File: src/hw/rtl/scbc_pkg.sv
// Shared types, opcodes and codes for the stack bytecode constraint checker.
`timescale 1ns / 1ps
`default_nettype none

package scbc_pkg;

	// Fixed field widths
	localparam int VALUE_W    = 32;
	localparam int BYTE_W     = 8;
	localparam int ADDR_W     = 8;
	localparam int PROG_LEN_W = 9;
	localparam int GAS_W      = 16;
	localparam int PADDR_W    = 4;
	localparam int PDATA_W    = 32;

	localparam logic [GAS_W-1:0] GAS_RESET = 16'hFFFF;

	// Bytecode opcodes
	localparam logic [BYTE_W-1:0] OPC_HALT   = 8'h1A;
	localparam logic [BYTE_W-1:0] OPC_ASSERT = 8'h1B;
	localparam logic [BYTE_W-1:0] OPC_RANGE  = 8'h1D;
	localparam logic [BYTE_W-1:0] OPC_AND    = 8'h26;
	localparam logic [BYTE_W-1:0] OPC_OR     = 8'h27;
	localparam logic [BYTE_W-1:0] OPC_DUP    = 8'h28;
	localparam logic [BYTE_W-1:0] OPC_SWAP   = 8'h29;

	// Item operations
	localparam logic OP_LOAD  = 1'b0;
	localparam logic OP_CHECK = 1'b1;

	// Register indexes
	localparam logic [1:0] REG_PROG_LEN = 2'd0;
	localparam logic [1:0] REG_GAS      = 2'd1;
	localparam logic [1:0] REG_END_RULE = 2'd2;

	typedef enum logic [1:0] {
		VERDICT_PASS        = 2'd0,
		VERDICT_ASSERT_FAIL = 2'd1,
		VERDICT_GAS_OUT     = 2'd2,
		VERDICT_STACK_ERR   = 2'd3
	} verdict_t;

	typedef enum logic [3:0] {
		SQ_IDLE,
		SQ_FETCH,
		SQ_DECODE,
		SQ_POP,
		SQ_POP_WAIT,
		SQ_EXEC,
		SQ_RANGE2,
		SQ_DUP_WR,
		SQ_SWAP_RD2,
		SQ_SWAP_WR1,
		SQ_SWAP_WR2,
		SQ_END_CHK,
		SQ_DONE
	} seq_state_t;

	typedef struct packed {
		logic                      op;
		logic [ADDR_W-1:0]         prog_addr;
		logic [BYTE_W-1:0]         prog_byte;
		logic signed [VALUE_W-1:0] value;
		logic                      last_in_batch;
	} chk_item_t;

	typedef struct packed {
		logic [1:0] verdict;
		logic       batch_failed;
	} res_item_t;

	typedef struct packed {
		logic [PROG_LEN_W-1:0] prog_len;
		logic [GAS_W-1:0]      gas;
		logic                  end_rule;
	} cfg_t;

	typedef struct packed {
		logic               start;
		logic [VALUE_W-1:0] value;
	} seq_req_t;

	typedef struct packed {
		logic     idle;
		logic     done;
		verdict_t verdict;
	} seq_rsp_t;

	typedef struct packed {
		logic le;
		logic x_nz;
		logic y_nz;
	} alu_res_t;

endpackage

`default_nettype wire

File: src/hw/rtl/scbc_ram.sv
// Generic single-write, single-read RAM with registered read data.
`timescale 1ns / 1ps
`default_nettype none

module scbc_ram #(
	parameter int WIDTH = 8,
	parameter int DEPTH = 256
) (
	input  wire logic                     clk,
	input  wire logic                     we,
	input  wire logic [$clog2(DEPTH)-1:0] waddr,
	input  wire logic [WIDTH-1:0]         wdata,
	input  wire logic [$clog2(DEPTH)-1:0] raddr,
	output logic      [WIDTH-1:0]         rdata
);

	logic [WIDTH-1:0] mem_q [DEPTH];

	// Write port
	always_ff @(posedge clk) begin
		if (we) begin
			mem_q[waddr] <= wdata;
		end
	end

	// Registered read port
	always_ff @(posedge clk) begin
		rdata <= mem_q[raddr];
	end

endmodule

`default_nettype wire

File: src/hw/rtl/scbc_alu.sv
// Shared compare unit: signed less-or-equal and zero tests on two words.
`timescale 1ns / 1ps
`default_nettype none

module scbc_alu (
	input  wire logic [scbc_pkg::VALUE_W-1:0] x,
	input  wire logic [scbc_pkg::VALUE_W-1:0] y,
	output scbc_pkg::alu_res_t                res
);

	import scbc_pkg::*;

	// Compare as two's complement, test each operand for zero
	always_comb begin
		res.le   = ($signed(x) <= $signed(y));
		res.x_nz = (x != '0);
		res.y_nz = (y != '0);
	end

endmodule

`default_nettype wire

File: src/hw/rtl/scbc_seq.sv
// Interpreter sequencer: program fetch, operand stack and opcode execution.
`timescale 1ns / 1ps
`default_nettype none

module scbc_seq #(
	parameter int PROGRAM_DEPTH = 256,
	parameter int STACK_DEPTH   = 64
) (
	input  wire logic                             clk,
	input  wire logic                             arst_n,
	input  wire scbc_pkg::seq_req_t               req,
	input  wire scbc_pkg::cfg_t                   cfg,
	input  wire logic                             take,
	output scbc_pkg::seq_rsp_t                    rsp,
	output logic [$clog2(PROGRAM_DEPTH)-1:0]      prog_raddr,
	input  wire logic [scbc_pkg::BYTE_W-1:0]      prog_rdata
);

	import scbc_pkg::*;

	localparam int AW      = $clog2(PROGRAM_DEPTH);
	localparam int LEN_MAX = (PROGRAM_DEPTH < 511) ? PROGRAM_DEPTH : 511;
	localparam int PCW     = $clog2(LEN_MAX + 1);
	localparam int SIW     = $clog2(STACK_DEPTH);
	localparam int SPW     = $clog2(STACK_DEPTH + 1);

	seq_state_t state_q, state_d;

	logic [PCW-1:0]     pc_q, pc_d;
	logic [SPW-1:0]     sp_q, sp_d;
	logic [GAS_W-1:0]   step_q, step_d;
	logic [1:0]         pops_q, pops_d;
	logic [BYTE_W-1:0]  op_q, op_d;
	logic [VALUE_W-1:0] opr0_q, opr0_d;
	logic [VALUE_W-1:0] opr1_q, opr1_d;
	logic [VALUE_W-1:0] opr2_q, opr2_d;
	logic               le1_q, le1_d;
	verdict_t           verdict_q, verdict_d;

	logic [PCW-1:0]     len_eff;
	logic               pc_end;
	logic [GAS_W-1:0]   step_inc;
	logic               gas_out;
	logic               sp_zero;
	logic               sp_full;
	logic               sp_lt2;
	logic [SIW-1:0]     sp_idx;
	logic [SIW-1:0]     sp_m1;
	logic [SIW-1:0]     sp_m2;

	logic               stk_we;
	logic [SIW-1:0]     stk_waddr;
	logic [VALUE_W-1:0] stk_wdata;
	logic [SIW-1:0]     stk_raddr;
	logic [VALUE_W-1:0] stk_rdata;

	logic               push_en;
	logic [VALUE_W-1:0] push_val;

	logic [VALUE_W-1:0] alu_x;
	logic [VALUE_W-1:0] alu_y;
	alu_res_t           alu_res;

	scbc_ram #(
		.WIDTH (VALUE_W),
		.DEPTH (STACK_DEPTH)
	) u_stack (
		.clk   (clk),
		.we    (stk_we),
		.waddr (stk_waddr),
		.wdata (stk_wdata),
		.raddr (stk_raddr),
		.rdata (stk_rdata)
	);

	scbc_alu u_alu (
		.x   (alu_x),
		.y   (alu_y),
		.res (alu_res)
	);

	// Status of program counter, gas and stack pointer
	always_comb begin
		len_eff  = (32'(cfg.prog_len) > LEN_MAX) ? PCW'(LEN_MAX) : PCW'(cfg.prog_len);
		pc_end   = (pc_q >= len_eff);
		step_inc = step_q + GAS_W'(1);
		gas_out  = (step_inc >= cfg.gas);
		sp_zero  = (sp_q == '0);
		sp_full  = (sp_q >= SPW'(STACK_DEPTH));
		sp_lt2   = (sp_q < SPW'(2));
		sp_idx   = SIW'(sp_q);
		sp_m1    = SIW'(sp_q - SPW'(1));
		sp_m2    = SIW'(sp_q - SPW'(2));
	end

	assign prog_raddr = AW'(pc_q);

	// Steer the shared compare unit
	always_comb begin
		case (state_q)
			SQ_EXEC: begin
				alu_x = opr1_q;
				alu_y = opr0_q;
			end
			SQ_RANGE2: begin
				alu_x = opr0_q;
				alu_y = opr2_q;
			end
			default: begin
				alu_x = stk_rdata;
				alu_y = opr0_q;
			end
		endcase
	end

	// Next state
	always_comb begin
		state_d = state_q;
		case (state_q)
			SQ_IDLE: begin
				if (req.start) begin
					state_d = SQ_FETCH;
				end
			end
			SQ_FETCH: begin
				if (pc_end) begin
					state_d = (cfg.end_rule && !sp_zero) ? SQ_END_CHK : SQ_DONE;
				end else if (gas_out) begin
					state_d = SQ_DONE;
				end else begin
					state_d = SQ_DECODE;
				end
			end
			SQ_DECODE: begin
				case (prog_rdata)
					OPC_HALT, OPC_ASSERT, OPC_RANGE, OPC_AND, OPC_OR: state_d = SQ_POP;
					OPC_DUP:  state_d = (sp_zero || sp_full) ? SQ_DONE : SQ_DUP_WR;
					OPC_SWAP: state_d = sp_lt2 ? SQ_DONE : SQ_SWAP_RD2;
					default:  state_d = SQ_DONE;
				endcase
			end
			SQ_POP: begin
				if (!sp_zero) begin
					state_d = SQ_POP_WAIT;
				end else if (pops_q == 2'd1) begin
					state_d = SQ_EXEC;
				end
			end
			SQ_POP_WAIT: begin
				state_d = (pops_q == 2'd1) ? SQ_EXEC : SQ_POP;
			end
			SQ_EXEC: begin
				case (op_q)
					OPC_HALT:   state_d = SQ_DONE;
					OPC_ASSERT: state_d = alu_res.y_nz ? SQ_FETCH : SQ_DONE;
					OPC_RANGE:  state_d = SQ_RANGE2;
					OPC_AND:    state_d = SQ_FETCH;
					OPC_OR:     state_d = SQ_FETCH;
					default:    state_d = SQ_DONE;
				endcase
			end
			SQ_RANGE2:   state_d = SQ_FETCH;
			SQ_DUP_WR:   state_d = SQ_FETCH;
			SQ_SWAP_RD2: state_d = SQ_SWAP_WR1;
			SQ_SWAP_WR1: state_d = SQ_SWAP_WR2;
			SQ_SWAP_WR2: state_d = SQ_FETCH;
			SQ_END_CHK:  state_d = SQ_DONE;
			SQ_DONE: begin
				if (take) begin
					state_d = SQ_IDLE;
				end
			end
			default: state_d = SQ_IDLE;
		endcase
	end

	// Datapath controls and register updates
	always_comb begin
		pc_d      = pc_q;
		sp_d      = sp_q;
		step_d    = step_q;
		pops_d    = pops_q;
		op_d      = op_q;
		opr0_d    = opr0_q;
		opr1_d    = opr1_q;
		opr2_d    = opr2_q;
		le1_d     = le1_q;
		verdict_d = verdict_q;
		stk_we    = 1'b0;
		stk_waddr = sp_idx;
		stk_wdata = stk_rdata;
		stk_raddr = sp_m1;
		push_en   = 1'b0;
		push_val  = '0;
		case (state_q)
			SQ_IDLE: begin
				// Seed the stack with the checked value
				if (req.start) begin
					stk_we    = 1'b1;
					stk_waddr = '0;
					stk_wdata = req.value;
					sp_d      = SPW'(1);
					pc_d      = '0;
					step_d    = '0;
				end
			end
			SQ_FETCH: begin
				if (pc_end) begin
					stk_raddr = '0;
					verdict_d = VERDICT_PASS;
				end else if (gas_out) begin
					verdict_d = VERDICT_GAS_OUT;
				end else begin
					pc_d   = pc_q + PCW'(1);
					step_d = step_inc;
				end
			end
			SQ_DECODE: begin
				op_d = prog_rdata;
				case (prog_rdata)
					OPC_HALT, OPC_ASSERT: pops_d = 2'd1;
					OPC_RANGE:            pops_d = 2'd3;
					OPC_AND, OPC_OR:      pops_d = 2'd2;
					OPC_DUP: begin
						if (sp_zero || sp_full) begin
							verdict_d = VERDICT_STACK_ERR;
						end
					end
					OPC_SWAP: begin
						if (sp_lt2) begin
							verdict_d = VERDICT_STACK_ERR;
						end
					end
					default: verdict_d = VERDICT_STACK_ERR;
				endcase
			end
			SQ_POP: begin
				// Empty stack pops as zero without a read
				if (sp_zero) begin
					opr2_d = opr1_q;
					opr1_d = opr0_q;
					opr0_d = '0;
					pops_d = pops_q - 2'd1;
				end else begin
					sp_d = sp_q - SPW'(1);
				end
			end
			SQ_POP_WAIT: begin
				opr2_d = opr1_q;
				opr1_d = opr0_q;
				opr0_d = stk_rdata;
				pops_d = pops_q - 2'd1;
			end
			SQ_EXEC: begin
				case (op_q)
					OPC_HALT: begin
						verdict_d = alu_res.y_nz ? VERDICT_ASSERT_FAIL : VERDICT_PASS;
					end
					OPC_ASSERT: begin
						verdict_d = VERDICT_ASSERT_FAIL;
					end
					OPC_RANGE: begin
						le1_d = alu_res.le;
					end
					OPC_AND: begin
						push_en  = 1'b1;
						push_val = VALUE_W'(alu_res.x_nz && alu_res.y_nz);
					end
					OPC_OR: begin
						push_en  = 1'b1;
						push_val = VALUE_W'(alu_res.x_nz || alu_res.y_nz);
					end
					default: verdict_d = VERDICT_STACK_ERR;
				endcase
			end
			SQ_RANGE2: begin
				push_en  = 1'b1;
				push_val = VALUE_W'(le1_q && alu_res.le);
			end
			SQ_DUP_WR: begin
				push_en  = 1'b1;
				push_val = stk_rdata;
			end
			SQ_SWAP_RD2: begin
				// Hold the old top, fetch the entry below it
				opr0_d    = stk_rdata;
				stk_raddr = sp_m2;
			end
			SQ_SWAP_WR1: begin
				stk_we    = 1'b1;
				stk_waddr = sp_m1;
				stk_wdata = stk_rdata;
			end
			SQ_SWAP_WR2: begin
				stk_we    = 1'b1;
				stk_waddr = sp_m2;
				stk_wdata = opr0_q;
			end
			SQ_END_CHK: begin
				verdict_d = alu_res.x_nz ? VERDICT_ASSERT_FAIL : VERDICT_PASS;
			end
			SQ_DONE: begin
			end
			default: begin
			end
		endcase

		// Push, dropped on a full stack
		if (push_en && !sp_full) begin
			stk_we    = 1'b1;
			stk_waddr = sp_idx;
			stk_wdata = push_val;
			sp_d      = sp_q + SPW'(1);
		end
	end

	// Control registers
	always_ff @(posedge clk or negedge arst_n) begin
		if (!arst_n) begin
			state_q <= SQ_IDLE;
			pc_q    <= '0;
			sp_q    <= '0;
			step_q  <= '0;
			pops_q  <= '0;
		end else begin
			state_q <= state_d;
			pc_q    <= pc_d;
			sp_q    <= sp_d;
			step_q  <= step_d;
			pops_q  <= pops_d;
		end
	end

	// Operand and result registers
	always_ff @(posedge clk) begin
		op_q      <= op_d;
		opr0_q    <= opr0_d;
		opr1_q    <= opr1_d;
		opr2_q    <= opr2_d;
		le1_q     <= le1_d;
		verdict_q <= verdict_d;
	end

	assign rsp.idle    = (state_q == SQ_IDLE);
	assign rsp.done    = (state_q == SQ_DONE);
	assign rsp.verdict = verdict_q;

`ifndef NO_ASSERTIONS
	a_sp_bound: assert property (@(posedge clk) disable iff (!arst_n)
		sp_q <= SPW'(STACK_DEPTH))
		else $error("stack pointer beyond stack depth");

	a_decode_after_fetch: assert property (@(posedge clk) disable iff (!arst_n)
		state_q == SQ_DECODE |-> $past(state_q) == SQ_FETCH)
		else $error("decode without a program fetch");

	a_done_holds: assert property (@(posedge clk) disable iff (!arst_n)
		(state_q == SQ_DONE && !take) |=> state_q == SQ_DONE)
		else $error("result dropped before hand-off");

	a_pc_bound: assert property (@(posedge clk) disable iff (!arst_n)
		state_q != SQ_IDLE |-> pc_q <= len_eff)
		else $error("program counter ran past program length");

	a_start_seeds: assert property (@(posedge clk) disable iff (!arst_n)
		(state_q == SQ_IDLE && req.start) |=> (state_q == SQ_FETCH && sp_q == SPW'(1)))
		else $error("check did not seed the stack");
`endif

endmodule

`default_nettype wire

File: config.mk
export PLATFORM = sky130hd
export DESIGN_NAME = scbc_seq
export DESIGN_NICKNAME = d
export VERILOG_FILES = /design/src/hw/rtl/scbc_pkg.sv /design/src/hw/rtl/scbc_ram.sv /design/src/hw/rtl/scbc_alu.sv /design/src/hw/rtl/scbc_seq.sv
export SDC_FILE = /design/constraint.sdc
export NUM_CORES = 2
export LEC_CHECK = 0
export BUFFER_PORTS_ARGS = -buffer_cell sky130_fd_sc_hd__clkbuf_2
export CAP_MARGIN = 0
export CORE_MARGIN = 5
export CORE_UTILIZATION = 42
export DETAILED_ROUTE_END_ITERATION = 10
export HOLD_SLACK_MARGIN = 0.02
export SLEW_MARGIN = 5
export SYNTH_ARGS = -nofsm -noshare
export SYNTH_HDL_FRONTEND = slang
export SYNTH_SLANG_ARGS = --single-unit
File: constraint.sdc
create_clock -name clk -period 15.05 [get_ports clk]
set_input_delay 3.01 -clock clk [delete_from_list [all_inputs] [get_ports clk]]
set_output_delay 3.01 -clock clk [all_outputs]
set_load 0.01 [all_outputs]
-- After elaboration in Yosys (flattened, before gate mapping)
Memories as Yosys holds them, arrays and structs flattened. A register that Yosys moved wholly into a read port is not among the register bits.
Cells that the tools add are included.
Widths: inputs -> output; s select.
- flip-flop bits (word level): 145
- bits in latches: 0
- RAM bits: 2048
- bits in read-only memories: 0
- input port bits: 70
- output and inout bits: 12
- word-level logic and storage cells: 162
- memories: 1
- memories (memory ; depth ; width ; read ports ; clocked after memory_dff ; write ports ; RTL line ; RTL):
    u_stack.mem_q ; 64 ; 32 ; 1 ; 1 ; 1 ; scbc_ram.sv:17 ; logic [WIDTH-1:0] mem_q [DEPTH];
- $add $sub $neg: 6
- multiply operators: 0
- divide/modulo/power cells: 0
- magnitude comparators: 6
- equal/unequal tests: 39
- shift operators: 0
- multiplexer cells: 64
- bitwise logic cells: 0
- reductions and logical operators: 35
- operator list (kind ; number):
    $pmux 32 s2 ; 5
    $mux 32 ; 6
    $pmux 32 s3 ; 1
    $reduce_bool 32->1 ; 2
    $eq 8x5->1 const B ; 6
    $eq 8x6->1 const B ; 6
    $mux 16 ; 3
    $pmux 4 s11 ; 1
    $mux 9 ; 4
    $le 32x32->1 ; 1
    $mux 4 ; 8
    $pmux 16 s2 ; 1
    $pmux 2 s3 ; 4
    $pmux 4 s3 ; 2
    $mux 7 ; 3
    $eq 4x4->1 const B ; 5
    $mux 6 ; 3
    $pmux 6 s3 ; 1
    $pmux 9 s2 ; 1
    $add 16x1->16 const B ; 1
    $eq 4x3->1 const B ; 4
    $ge 16x16->1 ; 1
    $ne 3x3->1 const B ; 5
    $ne 2x2->1 const B ; 7
    36 further kinds ; 69

-- Longest topological paths before layout
- depth after elaboration: 8
- mapped depth: 18

-- Cells and area by module
From an unflattened synthesis, not the netlist that was laid out.
- cells, all modules: 4361
- area, all modules: 88362.2 µm²
- modules (own cells, without submodules) (module ; times used ; cells each ; area an instance (µm²) ; sequential area each (µm²)):
    scbc_ram ; 1 ; 3324 ; 78515.3 ; 62139.6
    scbc_seq ; 1 ; 898 ; 8886.0 ; 4164.0
    scbc_alu ; 1 ; 139 ; 960.9 ; 0.0

-- Worst setup path before layout
No wires, ideal clock.
- kind: input -> register
- start: in req[32] (netlist bit)
- end: mem u_stack.mem_q[52][0] (netlist bit) (enable)
- setup time: 0.421 ns
- data arrival time: 5.741 ns
- path slack: 8.888 ns
- stages: 7
- buffers on the path: 1
- cell sequence: a21oi_1 a311o_1 o31ai_1 o21ai_1 or3_1 clkbuf_1 nor2_1
- cells in the longest elaborated chain, start to end: 5
- elaborated cells between the ends (all ways): 8
- RTL lines (element ; RTL line ; RTL):
    from (decl) ; scbc_seq.sv:11 ; input wire scbc_pkg::seq_req_t req,
    $mux 1 ; scbc_seq.sv:198 ; if (req.start) begin
    $pmux 1 s2 ; scbc_seq.sv:195 ; case (state_q)
    $mux 1 ; scbc_seq.sv:309 ; if (push_en && !sp_full) begin
    $mux 1 ; scbc_ram.sv:21 ; if (we) begin
    $mux 1 (implied by the code) ; scbc_ram.sv:22 ; mem_q[waddr] <= wdata;
    to (decl) ; scbc_ram.sv:17 ;
Parallel ways exist; a longest one is shown, timed or not.

-- Worst setup path after layout
- start: in cfg[25] (netlist bit)
- end: reg u_stack.rdata[12], read port of u_stack.mem_q
- cells in the longest elaborated chain, start to end: 5
- RTL lines (element ; RTL line ; RTL):
    from (decl) ; scbc_seq.sv:12 ; input wire scbc_pkg::cfg_t cfg,
    $gt 9x9->1 ; scbc_seq.sv:84 ; len_eff = (32'(cfg.prog_len) > LEN_MAX) ? PCW'(LEN_MAX) : PCW'(cfg.prog_len);
    $mux 9 (*) ; scbc_seq.sv:84 ;
    $ge 9x9->1 (*) ; scbc_seq.sv:85 ; pc_end = (pc_q >= len_eff);
    $mux 6 (*) ; scbc_seq.sv:208 ; if (pc_end) begin
    $pmux 6 s2 (*) ; scbc_seq.sv:195 ;
    to (decl) ; scbc_ram.sv:14 ; output logic [WIDTH-1:0] rdata
Mark *: on every way between the ends. The rest lies on a longest branch, timed or not.
A chain may end at the register's enable or synchronous reset.

==> impl_metrics.json <==
{
  "status": "finished, violations left",
  "violations": "antenna violations",
  "portBuffers": 81,
  "vias": 52726,
  "critPathMaxStageDelay_ps": 830,
  "postRouteAntennaNets": 1,
  "place_area_um2": 93200,
  "synth.net_count": 5948,
  "fin_crit_sh_pct": 54.4,
  "crit_type": "in2reg",
  "chipWidth_um": 471,
  "reg2reg_to": "u_stack.rdata[12]",
  "synth_top_area_share_pct": 72.4,
  "core.rowCount": 169,
  "setup_viol": 0,
  "worst-r2r-setup-slack_ps": 8330,
  "synth_edf_count": 2155,
  "powerDensity_nw_per_um2": 242,
  "fin_cells": 8902,
  "cts.sinks": 2225,
  "placed_cells": 8490,
  "min_period_ps": 8190,
  "clock_latency_ps": 870,
  "grt_pass1_vias": 50585,
  "slew_viol_final": 0,
  "ff_latch_area_um2": 66300,
  "drt_iter0_drc": 6438,
  "via_per_inst": 5.92,
  "cts.repair.resized": 0,
  "async_flop_share_pct": 1.71,
  "yosysSeqAreaShare_pct": 74.1,
  "place.gp.congestion": 0.859,
  "cp_cell_sequence": "clkbuf_2 -> clkinv_1 -> nand2_1 -> ha_1 -> and4_1 -> nor2b_1 -> o211ai_1 -> nand3_4 -> buf_12 -> buf_12 -> buf_4 -> mux2i_1 -> o22ai_1 -> o21ai_1 -> nand4_1 -> or3_1",
  "finalNetCount": 6025,
  "pin_count": 82,
  "routed_wl_um": 253000,
  "maxCapViolations": 0,
  "r2r-start": "state_q[0]",
  "synth_area_leader_cell": "edfxtp_1",
  "reg2reg_depth": 12,
  "syn_area_per_cell_um2": 15.4,
  "fmax_mhz": 122,
  "path_clk_slew_ps": 60,
  "synthFlopType": "edfxtp_1",
  "area_delta_synth_final_pct": 12.0,
  "critPathSlowestCell": "buf_4",
  "post-route-drc-count": 0,
  "ir_worst_vdd_v": 0.000279,
  "core_um2": 212000,
  "cp.arrival_ps": 8930,
  "place_hpwl_um": 135000,
  "initial_core_util_pct": 42.2,
  "cp-start-kind": "primary input",
  "slew_headroom_pct": 5.54,
  "synth_area_leaders": "edfxtp_1, mux2i_1, nand2_1",
  "leakagePower_nw": 35.3,
  "whs_endpoint": "opr2_q[2]",
  "h-tree-depth": 4,
  "rsz0062_at_grt": "false",
  "finalHoldViolCount": 0,
  "synth-seq-cells": 2225,
  "routedWlPerCell_um": 28.4,
  "holdPathStages": 0,
  "ys_warn_count": 0,
  "cts_hold_buf": 0,
  "hp-start": "opr1_q[2]",
  "syn_area_um2": 89400,
  "die_h_um": 471,
  "tightest_slew_ps": 1420,
  "cts_buffers": 218,
  "worst_setup_path_end_kind": "flop",
  "overflow": 0,
  "grt_max_degree": 153,
  "firstDrtPassIters": 8,
  "cts_tree": "yes",
  "multi_input_area_um2": 21500,
  "drive_gt1_share_pct": 10.7,
  "synth_cell_type_count": 73,
  "dieArea_um2": 222000,
  "grt_antenna_before_repair": 13,
  "grt_util_all_layers_pct": 22.1,
  "root_buffer": "clkbuf_16",
  "critical_path_required_ps": 15790,
  "skew_ps": 45.9,
  "n_fill_cell": 18004,
  "crit_top_cell": "buf_12",
  "fin_setup_tns_ps": 0,
  "syn_inst": 5812,
  "worstHoldPathType": "reg2reg",
  "cts_buffer_depth": 3,
  "final_cell_area_um2": 100000,
  "cp_max_fo": 119,
  "grt_pass1_wl_um": 363000,
  "postCtsSetupBuffers": 0
}
layer usage:
| layer | up-vias | track usage (%) | part of all wire (%) |
|---|---|---|---|
| met5 | - | 0 | 0.0051 |
| met4 | 2 | 6.48 | 2.9 |
| met3 | 414 | 3.70 | 8.3 |
| met2 | 2392 | 35.1 | 47 |
| met1 | 27111 | 31.4 | 42 |
| li1 | 22807 | - | - |
cells by family after synthesis:
kind of cell | synth area share, %
xor+xnor | 0.147
mux | 7.88
compound gates | 6.82
buf+inv | 2.58
fa+ha+maj | 0.923
simple gates | 7.50
flops | 74.1
worst max-delay path by stage:
| stage | endpoint | slack, ps | from |
|---|---|---|---|
| after floorplan | u_stack.mem_q[52][0] | 8890 | req[32] |
| after global placement | u_stack.rdata[12] | 6260 | cfg[25] |
| after detailed placement | u_stack.rdata[12] | 6210 | cfg[25] |
| after CTS | u_stack.rdata[12] | 7130 | cfg[25] |
| after global routing | u_stack.rdata[12] | 6760 | cfg[25] |
| final | u_stack.rdata[12] | 6860 | cfg[25] |
synthesized netlist by cell type, types with 10 or more instances:
master       n
nor2_1     104
or3_1       16
edfxtp_1  2155
ha_1        66
and2_1      43
dfxtp_1     32
a21o_1      36
buf_4       74
nand4b_1    22
mux2i_1    695
nand3_1    204
xnor2_1     10
o21ai_0    164
o21ai_1     26
nand4_1    128
nand2b_1    23
nor3_1      20
buf_6       24
a21oi_1     78
inv_1       97
o22ai_1    245
clkbuf_1   112
nor2b_1     12
buf_2      130
nand2_1    795
nor4_1      11
a22oi_1     41
a31oi_1     32
dfrtp_1     38
a32oi_1    168
buf_1       12
o211ai_1    10
a222oi_1    31
and3_1      39
power breakdown:
part	leakage (nW)	internal [W]	total, W	switching [W]
Clock	3.37	0.00297	0.00530	0.00233
Sequential	20.3	0.00867	0.00896	0.000286
Combinational	11.6	0.00265	0.00994	0.00729
Total	35.3	0.0143	0.0242	0.00991
metrics by stage:
stage               total power, W  setup slack, ps  util, %  hold slack (ps)
global placement            0.0187             6260     44.0              429
finish                      0.0242             6860     47.3              449
detailed placement          0.0189             6210     44.0              432
floorplan                   0.0151             8890        -              427
CTS                         0.0241             7130     47.2              446
global route                0.0251             6760     47.2              449
cell usage in the layout, fill, tap and decap left out, drive strengths merged, types with 8 or more instances in the layout:
cell type	count
a21o	36
a21oi	78
a221oi	9
a222oi	31
a22oi	41
a31oi	32
a32oi	168
and2	43
and3	39
buf	128
bufinv	11
clkbuf	385
clkinv	82
dfrtp	38
dfxtp	32
diode	10
edfxtp	2155
ha	66
inv	100
mux2	8
mux2i	695
nand2	797
nand2b	23
nand3	204
nand4	128
nand4b	22
nor2	105
nor2b	12
nor3	20
nor3b	8
nor4	11
o211ai	10
o21ai	190
o22ai	245
o31a	9
or3	16
xnor2	10
area by class of cell:
type / instances / share of cell area, %
diodes: 10 / 0.0250
well taps: 2821 / 3.53
inverters: 98 / 0.367
multi-input cells: 3137 / 21.5
repair buffers: 209 / 1.48
clock inverters: 98 / 0.953
flip-flops and latches: 2225 / 66.2
clock buffers: 304 / 5.97
registers in the layout, indices dropped and copies added, names as in the netlist, 8 cells and up:
register / count
u_stack.mem_q: 2048
opr0_q: 32
opr1_q: 32
opr2_q: 32
u_stack.rdata: 32
step_q: 16
pc_q: 9
op_q: 8
worst max-delay path, delay by kind of cell:
family,cells,cell delay [ps]
and+or+nand+nor,6,2120
adders and majority gates,1,360
muxes,1,290
AOI/OAI and AO/OA,3,510
buffers and inverters,5,2160
Note: power is estimated with default switching activity, not from simulation.
